## src/pica_pkg.sv

```systemverilog
// Package for the PI controller with back-calculation anti-windup.
// Holds the register map, the configuration and command types, and the FSM states.
// No dependencies.
`timescale 1ns / 1ps

package pica_pkg;

	localparam int unsigned DATA_W = 16;
	localparam int unsigned GAIN_W = 15;
	localparam int unsigned SHIFT_W = 4;
	localparam int unsigned ACC_W = 32;
	localparam int unsigned IDX_W = 4;

	// register indexes
	localparam logic [IDX_W-1:0] REG_REF_MIN = 4'd0;
	localparam logic [IDX_W-1:0] REG_REF_MAX = 4'd1;
	localparam logic [IDX_W-1:0] REG_OUT_MIN = 4'd2;
	localparam logic [IDX_W-1:0] REG_OUT_MAX = 4'd3;
	localparam logic [IDX_W-1:0] REG_KP_GAIN = 4'd4;
	localparam logic [IDX_W-1:0] REG_P_SHIFT = 4'd5;
	localparam logic [IDX_W-1:0] REG_KI_GAIN = 4'd6;
	localparam logic [IDX_W-1:0] REG_KC_GAIN = 4'd7;

	// upper clamp of the proportional term
	localparam logic signed [ACC_W-1:0] P_LIMIT = 32'sd32767;

	typedef struct packed {
		logic signed [DATA_W-1:0] ref_min;
		logic signed [DATA_W-1:0] ref_max;
		logic signed [DATA_W-1:0] out_min;
		logic signed [DATA_W-1:0] out_max;
		logic [GAIN_W-1:0] kp_gain;
		logic [SHIFT_W-1:0] p_shift;
		logic [GAIN_W-1:0] ki_gain;
		logic [GAIN_W-1:0] kc_gain;
	} cfg_t;

	typedef enum logic [1:0] {
		MUL_KP,
		MUL_KI,
		MUL_KC
	} mul_sel_t;

	typedef struct packed {
		logic load_err;   // capture the error of an accepted beat
		logic mul_en;     // register a product
		mul_sel_t mul_sel;
		logic load_p;     // register the clamped proportional term
		logic sat_en;     // saturate, form excess, add ki*err
		logic upd_en;     // subtract kc*excess, load the output register
	} cmd_t;

	typedef enum logic [2:0] {
		ST_IDLE,
		ST_MUL_P,
		ST_MUL_I,
		ST_SAT,
		ST_MUL_C,
		ST_UPD
	} state_t;

endpackage

```

## src/pi_controller_antiwindup.sv

```systemverilog
// PI controller with back-calculation anti-windup, top level.
// An accepted input beat steps through the kp, ki and kc products of the single shared
// 15x32 multiplier, a saturation step and an update step that loads the drive register;
// a new sample is taken only back in idle, and the update step waits while a held result is stalled.
// Reset: async, active low; config, state and output valid to their reset values, integrator to zero.
`timescale 1ns / 1ps

module pi_controller_antiwindup (
	input  logic clk,
	input  logic arst_n,
	// sample input channel
	input  logic in_valid,
	output logic in_stall,
	input  logic signed [pica_pkg::DATA_W-1:0] reference,
	input  logic signed [pica_pkg::DATA_W-1:0] measurement,
	// drive output channel
	output logic out_valid,
	input  logic out_stall,
	output logic signed [pica_pkg::DATA_W-1:0] drive,
	// configuration write channel
	input  logic cfg_valid,
	output logic cfg_ready,
	input  logic [pica_pkg::IDX_W-1:0] cfg_index,
	input  logic [pica_pkg::DATA_W-1:0] cfg_data
);

	pica_pkg::cfg_t cfg;
	pica_pkg::cmd_t cmd;

	// registers take a write in any cycle; software writes them only while idle (the block does not enforce it)
	assign cfg_ready = 1'b1;

	pica_regs u_regs (
		.clk       (clk),
		.arst_n    (arst_n),
		.cfg_valid (cfg_valid),
		.cfg_index (cfg_index),
		.cfg_data  (cfg_data),
		.cfg       (cfg)
	);

	// sequencer: idle -> kp mult -> ki mult + p clamp -> saturate -> kc mult -> update
	pica_ctrl u_ctrl (
		.clk       (clk),
		.arst_n    (arst_n),
		.in_valid  (in_valid),
		.in_stall  (in_stall),
		.out_valid (out_valid),
		.out_stall (out_stall),
		.cmd       (cmd)
	);

	// datapath holds the error, the shared product register, the integrator and
	// the output register that parts the result from the next sample
	pica_dp u_dp (
		.clk         (clk),
		.arst_n      (arst_n),
		.cfg         (cfg),
		.cmd         (cmd),
		.reference   (reference),
		.measurement (measurement),
		.drive       (drive)
	);

endmodule

```

## src/pica_regs.sv

```systemverilog
// Configuration register file of the PI controller.
// Depends on pica_pkg.
`timescale 1ns / 1ps

module pica_regs (
	input  logic clk,
	input  logic arst_n,
	input  logic cfg_valid,
	input  logic [pica_pkg::IDX_W-1:0] cfg_index,
	input  logic [pica_pkg::DATA_W-1:0] cfg_data,
	output pica_pkg::cfg_t cfg
);

	pica_pkg::cfg_t cfg_q;

	always_ff @(posedge clk or negedge arst_n) begin
		if (!arst_n) begin
			cfg_q.ref_min <= 16'sd0;
			cfg_q.ref_max <= 16'sd32767;
			cfg_q.out_min <= 16'sd0;
			cfg_q.out_max <= 16'sd32767;
			cfg_q.kp_gain <= '0;
			cfg_q.p_shift <= '0;
			cfg_q.ki_gain <= '0;
			cfg_q.kc_gain <= '0;
		end else if (cfg_valid) begin
			unique case (cfg_index)
				pica_pkg::REG_REF_MIN: cfg_q.ref_min <= cfg_data;
				pica_pkg::REG_REF_MAX: cfg_q.ref_max <= cfg_data;
				pica_pkg::REG_OUT_MIN: cfg_q.out_min <= cfg_data;
				pica_pkg::REG_OUT_MAX: cfg_q.out_max <= cfg_data;
				pica_pkg::REG_KP_GAIN: cfg_q.kp_gain <= cfg_data[pica_pkg::GAIN_W-1:0];
				pica_pkg::REG_P_SHIFT: cfg_q.p_shift <= cfg_data[pica_pkg::SHIFT_W-1:0];
				pica_pkg::REG_KI_GAIN: cfg_q.ki_gain <= cfg_data[pica_pkg::GAIN_W-1:0];
				pica_pkg::REG_KC_GAIN: cfg_q.kc_gain <= cfg_data[pica_pkg::GAIN_W-1:0];
				default: ; // unmapped index, write dropped
			endcase
		end
	end

	assign cfg = cfg_q;

endmodule

```

## src/pica_dp.sv

```systemverilog
// Datapath of the PI controller: error, shared multiplier, saturation, integrator.
// Depends on pica_pkg; driven by the command struct from pica_ctrl.
`timescale 1ns / 1ps

module pica_dp (
	input  logic clk,
	input  logic arst_n,
	input  pica_pkg::cfg_t cfg,
	input  pica_pkg::cmd_t cmd,
	input  logic signed [pica_pkg::DATA_W-1:0] reference,
	input  logic signed [pica_pkg::DATA_W-1:0] measurement,
	output logic signed [pica_pkg::DATA_W-1:0] drive
);

	logic signed [15:0] r_clamp;
	logic signed [15:0] err_next;
	logic signed [15:0] err_q;

	logic [14:0] mul_a;
	logic [31:0] mul_b;
	logic [46:0] mul_full;
	logic [31:0] prod_q;

	logic signed [16:0] p_base;
	logic signed [31:0] p_wide;
	logic signed [31:0] p_shl;
	logic signed [31:0] p_sat;
	logic signed [31:0] p_q;

	logic signed [16:0] i_term;
	logic signed [32:0] u_sum;
	logic signed [32:0] omin_x;
	logic signed [32:0] omax_x;
	logic signed [15:0] drv_next;
	logic [31:0] excess_next;
	logic [31:0] excess_q;
	logic signed [15:0] drv_q;
	logic signed [15:0] drive_q;
	logic [31:0] acc_q;

	// reference clamp, max first so ref_min wins when limits cross
	always_comb begin
		r_clamp = reference;
		if (r_clamp >= cfg.ref_max)
			r_clamp = cfg.ref_max;
		if (r_clamp <= cfg.ref_min)
			r_clamp = cfg.ref_min;
		err_next = r_clamp - measurement;
	end

	// shared multiplier, low 32 bits are exact mod 2^32 for every use
	always_comb begin
		unique case (cmd.mul_sel)
			pica_pkg::MUL_KP: begin
				mul_a = cfg.kp_gain;
				mul_b = {{16{err_q[15]}}, err_q};
			end
			pica_pkg::MUL_KI: begin
				mul_a = cfg.ki_gain;
				mul_b = {{16{err_q[15]}}, err_q};
			end
			pica_pkg::MUL_KC: begin
				mul_a = cfg.kc_gain;
				mul_b = excess_q;
			end
			default: begin
				mul_a = '0;
				mul_b = '0;
			end
		endcase
		mul_full = {32'd0, mul_a} * {15'd0, mul_b};
	end

	// proportional term: floor shift, gain exponent, upper clamp
	always_comb begin
		p_base = signed'(prod_q[31:15]);
		p_wide = {{15{p_base[16]}}, p_base};
		p_shl = p_wide <<< cfg.p_shift;
		p_sat = (p_shl >= pica_pkg::P_LIMIT) ? pica_pkg::P_LIMIT : p_shl;
	end

	// sum and output saturation
	always_comb begin
		i_term = signed'(acc_q[31:15]);
		u_sum = {p_q[31], p_q} + {{16{i_term[16]}}, i_term};
		omin_x = {{17{cfg.out_min[15]}}, cfg.out_min};
		omax_x = {{17{cfg.out_max[15]}}, cfg.out_max};
		if (u_sum > omax_x)
			drv_next = cfg.out_max;
		else if (u_sum < omin_x)
			drv_next = cfg.out_min;
		else
			drv_next = u_sum[15:0];
		excess_next = u_sum[31:0] - {{16{drv_next[15]}}, drv_next};
	end

	always_ff @(posedge clk) begin
		if (cmd.load_err)
			err_q <= err_next;
		if (cmd.mul_en)
			prod_q <= mul_full[31:0];
		if (cmd.load_p)
			p_q <= p_sat;
		if (cmd.sat_en) begin
			excess_q <= excess_next;
			drv_q <= drv_next;
		end
		if (cmd.upd_en)
			drive_q <= drv_q;
	end

	// integrator: +ki*err at saturation, -kc*excess at update
	always_ff @(posedge clk or negedge arst_n) begin
		if (!arst_n) begin
			acc_q <= '0;
		end else if (cmd.sat_en) begin
			acc_q <= acc_q + prod_q;
		end else if (cmd.upd_en) begin
			acc_q <= acc_q - prod_q;
		end
	end

	assign drive = drive_q;

endmodule

```

## src/pica_ctrl.sv

```systemverilog
// Sequencer of the PI controller: steps one sample through the datapath and
// owns the output valid flag. Depends on pica_pkg.
`timescale 1ns / 1ps

module pica_ctrl (
	input  logic clk,
	input  logic arst_n,
	input  logic in_valid,
	output logic in_stall,
	output logic out_valid,
	input  logic out_stall,
	output pica_pkg::cmd_t cmd
);

	pica_pkg::state_t state_q;
	pica_pkg::state_t state_next;
	logic out_valid_q;
	logic out_free;
	logic in_take;

	assign out_free = !out_valid_q || !out_stall;
	assign in_stall = (state_q != pica_pkg::ST_IDLE);
	assign in_take = in_valid && !in_stall;

	always_comb begin
		state_next = state_q;
		unique case (state_q)
			pica_pkg::ST_IDLE: begin
				if (in_valid)
					state_next = pica_pkg::ST_MUL_P;
			end
			pica_pkg::ST_MUL_P: state_next = pica_pkg::ST_MUL_I;
			pica_pkg::ST_MUL_I: state_next = pica_pkg::ST_SAT;
			pica_pkg::ST_SAT:   state_next = pica_pkg::ST_MUL_C;
			pica_pkg::ST_MUL_C: state_next = pica_pkg::ST_UPD;
			pica_pkg::ST_UPD: begin
				if (out_free)
					state_next = pica_pkg::ST_IDLE;
			end
			default: state_next = pica_pkg::ST_IDLE;
		endcase
	end

	always_comb begin
		cmd = '0;
		cmd.mul_sel = pica_pkg::MUL_KP;
		unique case (state_q)
			pica_pkg::ST_IDLE: cmd.load_err = in_valid;
			pica_pkg::ST_MUL_P: begin
				cmd.mul_en = 1'b1;
				cmd.mul_sel = pica_pkg::MUL_KP;
			end
			pica_pkg::ST_MUL_I: begin
				cmd.load_p = 1'b1;
				cmd.mul_en = 1'b1;
				cmd.mul_sel = pica_pkg::MUL_KI;
			end
			pica_pkg::ST_SAT: cmd.sat_en = 1'b1;
			pica_pkg::ST_MUL_C: begin
				cmd.mul_en = 1'b1;
				cmd.mul_sel = pica_pkg::MUL_KC;
			end
			pica_pkg::ST_UPD: cmd.upd_en = out_free;
			default: ;
		endcase
	end

	always_ff @(posedge clk or negedge arst_n) begin
		if (!arst_n) begin
			state_q <= pica_pkg::ST_IDLE;
		end else begin
			state_q <= state_next;
		end
	end

	always_ff @(posedge clk or negedge arst_n) begin
		if (!arst_n) begin
			out_valid_q <= 1'b0;
		end else if (cmd.upd_en) begin
			out_valid_q <= 1'b1;
		end else if (!out_stall) begin
			out_valid_q <= 1'b0;
		end
	end

	assign out_valid = out_valid_q;

	a_take_starts: assert property (@(posedge clk) disable iff (!arst_n)
		in_take |=> state_q == pica_pkg::ST_MUL_P)
		else $error("accepted beat did not start the multiply sequence");

	a_valid_from_upd: assert property (@(posedge clk) disable iff (!arst_n)
		$rose(out_valid_q) |-> $past(state_q) == pica_pkg::ST_UPD)
		else $error("output valid raised outside the update step");

	a_upd_holds: assert property (@(posedge clk) disable iff (!arst_n)
		(state_q == pica_pkg::ST_UPD && !out_free) |=> state_q == pica_pkg::ST_UPD)
		else $error("update step left while output register busy");

	a_single_update: assert property (@(posedge clk) disable iff (!arst_n)
		cmd.upd_en |=> !cmd.upd_en)
		else $error("integrator updated twice for one sample");

endmodule
```

## config.mk

```make
export PLATFORM = sky130hd
export DESIGN_NAME = pi_controller_antiwindup
export DESIGN_NICKNAME = d
export VERILOG_FILES = /design/src/pica_pkg.sv /design/src/pi_controller_antiwindup.sv /design/src/pica_regs.sv /design/src/pica_dp.sv /design/src/pica_ctrl.sv
export SDC_FILE = /design/constraint.sdc
export NUM_CORES = 2
export LEC_CHECK = 0
export BUFFER_PORTS_ARGS = -buffer_cell sky130_fd_sc_hd__buf_2
export CAP_MARGIN = 5
export CORE_MARGIN = 2
export CORE_UTILIZATION = 50
export CTS_CLUSTER_SIZE = 12
export DETAILED_ROUTE_END_ITERATION = 8
export PLACE_DENSITY = 0.69
export SLEW_MARGIN = 10
export SYNTH_ARGS = -nofsm -noshare
export SYNTH_HDL_FRONTEND = slang
export SYNTH_SLANG_ARGS = --single-unit
```

## constraint.sdc

```tcl
create_clock -name clk -period 8.8 [get_ports clk]
set_input_delay 0.44 -clock clk [delete_from_list [all_inputs] [get_ports clk]]
set_output_delay 0.44 -clock clk [all_outputs]
set_load 0.01 [all_outputs]
```

==> parameters.txt <==
Parameter                              Value

Clock network
  H-tree levels    2
  CTS tree    done
  CTS root buffer    sky130_fd_sc_hd__clkbuf_16
  Cts bufs inserted    37
  Worst-skew pair later-pin latency    0.57 ns
  Total clock sinks    293
  Maximum number of buffers from clock root to sink    3
  Clock transition at the registers of the reported paths    0.06 ns

GRT
  Met3 global-route usage    5.77%
  Wire length of the first global-routing pass    137 mm
  Met1 Usage GRT    37.0%
  Maximum number of pins on one net before global-route repair    91
  Vias in the first global route    24500
  GR Overflow Total    0
  Most utilized layer in the global route result    met2
  Number of antenna violations at the first check in global routing    0
  GRT Overall Usage    27.5%
  Met2 track demand over resource    43.5%

Critical path
  Worst path max stage delay    0.50 ns
  Worst EP required    9.11 ns
  Slowest cell on crit path    sky130_fd_sc_hd__fa_1
  Reg-to-reg endpoint    u_dp.excess_q[31]
  Arrival time reported for the critical path endpoint    8.58 ns
  Register-to-register path setup slack    0.54 ns
  Largest fanout on the critical path    11
  Critical path startpoint category    flip-flop
  Launch point of the worst reg-to-reg path    u_dp.acc_q[15]
  CP endpoint kind    flip-flop
  R2R cell count    39
  Category of the most critical setup path    reg2reg

Synthesis
  Sequential element share of the synthesized area    25.7%
  Syn Inst Count    3390
  Total of warnings raised by yosys    0
  Distinct cell type count after synthesis    92
  Nets in the synthesized netlist    3992
  EDFF count, synth    144
  Most used flip-flop cell after synthesis    sky130_fd_sc_hd__edfxtp_1
  Number of synthesized register bits    293
  Fraction of registers with async set/reset    50.9%
  Post-synth design cell area    31500 µm²
  Syn_area_per_cell    9.30 µm²

Route
  Total via count in the routed design    24800
  Avg Vias per Cell    5.69
  DRC    0
  Wire per inst    20.1 µm
  Detail Route Antenna Nets    0
  Number of design-rule violations left by the first detailed-router iteration    1840
  Total iterations of the first detailed-routing run    6
  Final wirelength    87.5 mm

Place
  Buffers on Ports    74
  Placed wire-length estimate after detailed placement    68.9 mm
  Placed standard-cell area    33100 µm²
  Placer congestion estimate    0.962

Timing
  Total of endpoints with negative setup slack in the final report    0
  Fin Setup TNS    0 ns
  Max-slew violation total from the final report    0
  Fmax    121 MHz
  Relative slew slack    20.4%
  Final worst path period share    93.9%
  RSZ-0062 raised after global routing    no
  Final clock skew    0.0128 ns
  Number of endpoints with negative hold slack in the final report    0
  Least-Margin Pin Slew    1.18 ns
  Final critical path time including I/O delays and setup    8.26 ns

Die
  Die height    255 µm
  Initial core utilization    50.2%
  Chip width    255 µm
  Number of top-level pins    76
  Count of standard-cell rows    92
  Area of the core    62700 µm²
  Die Footprint    65100 µm²

Worst hold path
  Hold Path Sink    u_ctrl.out_valid
  Min-Delay Path Depth    3
  Path category of the worst min-delay check    in2reg
  Launch point of the worst hold path    out_stall

Cells and area
  Fraction of final layout cells sized beyond drive strength 1    12.8%
  Fill cell count    5627
  Final non-filler cell area    34600 µm²
  Number of inserted diodes    0
  Area used by multi-input combinational logic    21600 µm²
  Final-stage net count    4076
  Area growth from synthesis to final layout    9.73%
  Area taken by flip-flops and latches    8090 µm²

Run
  Max-cap viol count    0

Run status
  Status    completed
-- critical path, delay by kind of cell (launching register included) --
family                   cells  cell delay [ns]
XOR/XNOR                     2             0.27
flip-flops                   1             0.40
adder cells (fa/ha/maj)      4             1.31
buffers and inverters        2             0.27
AO/OA/AOI/OAI               23             4.37
AND/OR/NAND/NOR              8             1.36
-- cell families after synthesis --
| logic type | after synthesis | share of synthesized area [%] |
|---|---|---|
| adders and majority gates | 549 | 28.7 |
| AOI/OAI and AO/OA | 678 | 14.1 |
| and+or+nand+nor | 958 | 13.4 |
| other | 1 | 0.0119 |
| buffers and inverters | 544 | 6.50 |
| xor gates and xnor gates | 191 | 5.44 |
| DFF | 293 | 25.7 |
| muxes | 176 | 6.16 |
-- per-layer routing --
layer	part of all wire (%)	up-vias
met3	8.2	191
met5	0	-
met1	42	12000
met2	45	968
li1	-	11600
met4	4.5	0
-- registers in the layout, indices dropped and copies added, names as in the netlist --
signal / count
u_ctrl.out_valid: 1
u_ctrl.state_q: 3
u_dp.acc_q: 32
u_dp.drive: 16
u_dp.drv_q: 16
u_dp.err_q: 16
u_dp.excess_q: 32
u_dp.p_q: 32
u_dp.prod_q: 32
u_regs.cfg: 113
-- final cells by class --
type	count	area share, %
clock buffers	46	2.92
clock inverters	22	0.666
inverters	437	4.74
multi-input cells	2553	62.4
flip-flops and latches	293	23.4
well taps	846	3.06
repair buffers	152	2.84
-- synth_stat cells, drive strengths merged (33+ instances only) --
cell type	n	area, µm²
mux2i	41	410
and2	35	219
nor2	346	1300
nand3	33	165
a21o	70	526
xnor2	136	1210
edfxtp	144	4320
inv	436	1640
mux2	134	1510
clkbuf	91	342
o21ai	158	798
o21a	41	308
xor2	53	464
ha	252	3150
nand2	361	1360
fa	293	5870
dfrtp	119	2980
nor2b	33	206
a21oi	195	983
-- cells in the final DEF, fill, tap and decap left out, types with 17 or more instances in the layout --
master,Yosys,routed
sky130_fd_sc_hd__and2_1,35,35
sky130_fd_sc_hd__nand2b_1,26,26
sky130_fd_sc_hd__o21a_1,41,41
sky130_fd_sc_hd__dfstp_2,30,30
sky130_fd_sc_hd__clkbuf_16,0,38
sky130_fd_sc_hd__fa_1,293,293
sky130_fd_sc_hd__buf_4,1,75
sky130_fd_sc_hd__xor2_1,53,53
sky130_fd_sc_hd__a21o_1,70,70
sky130_fd_sc_hd__o21bai_1,17,17
sky130_fd_sc_hd__xnor2_1,134,133
sky130_fd_sc_hd__dfrtp_1,119,119
sky130_fd_sc_hd__buf_2,2,73
sky130_fd_sc_hd__mux2i_1,41,41
sky130_fd_sc_hd__nor2_1,346,343
sky130_fd_sc_hd__a211oi_1,28,27
sky130_fd_sc_hd__ha_1,252,252
sky130_fd_sc_hd__nor3_1,28,28
sky130_fd_sc_hd__a21oi_1,193,186
sky130_fd_sc_hd__nand2_1,361,361
sky130_fd_sc_hd__nor2b_1,33,31
sky130_fd_sc_hd__nand3_1,33,33
sky130_fd_sc_hd__edfxtp_1,144,144
sky130_fd_sc_hd__inv_1,435,434
sky130_fd_sc_hd__nand4_1,27,27
sky130_fd_sc_hd__o21ai_0,152,143
sky130_fd_sc_hd__mux2_2,134,134
-- metrics by stage --
stage	hold WS [ns]	worst slack, ns	util [%]	std cells
6_report	0.194	0.537	55.1	4349
5_1_grt	0.199	0.00663	55.1	4349
4_1_cts	0.154	0.163	54.8	4341
3_5_place_dp	0.406	0.168	52.8	4272
3_3_place_gp	0.401	0.300	52.8	4272
2_1_floorplan	0.144	0.145	-	3390
-- worst max path at each step --
stage,start,end,slack (ns),cells past startpoint
finish,u_dp.acc_q[15],u_dp.excess_q[31],0.54,39
global route,u_dp.acc_q[15],u_dp.excess_q[31],0.007,39
CTS,u_regs.cfg[82],u_dp.err_q[15],0.16,44
detailed placement,reference[1],u_dp.err_q[15],0.17,44
global placement,reference[1],u_dp.err_q[15],0.30,44
floorplan,u_ctrl.state_q[0],u_dp.prod_q[31],0.15,30
-- what timing repair did --
item,CTS,global route
endpoints found under the setup margin,0,21
resized for setup,0,36
hold buffers,1,0
hold endpoints to repair,44,0
buffers inserted,0,8
Power is not shown: default switching activity piles up to over one toggle a cycle in this logic, so the estimate is an artifact.
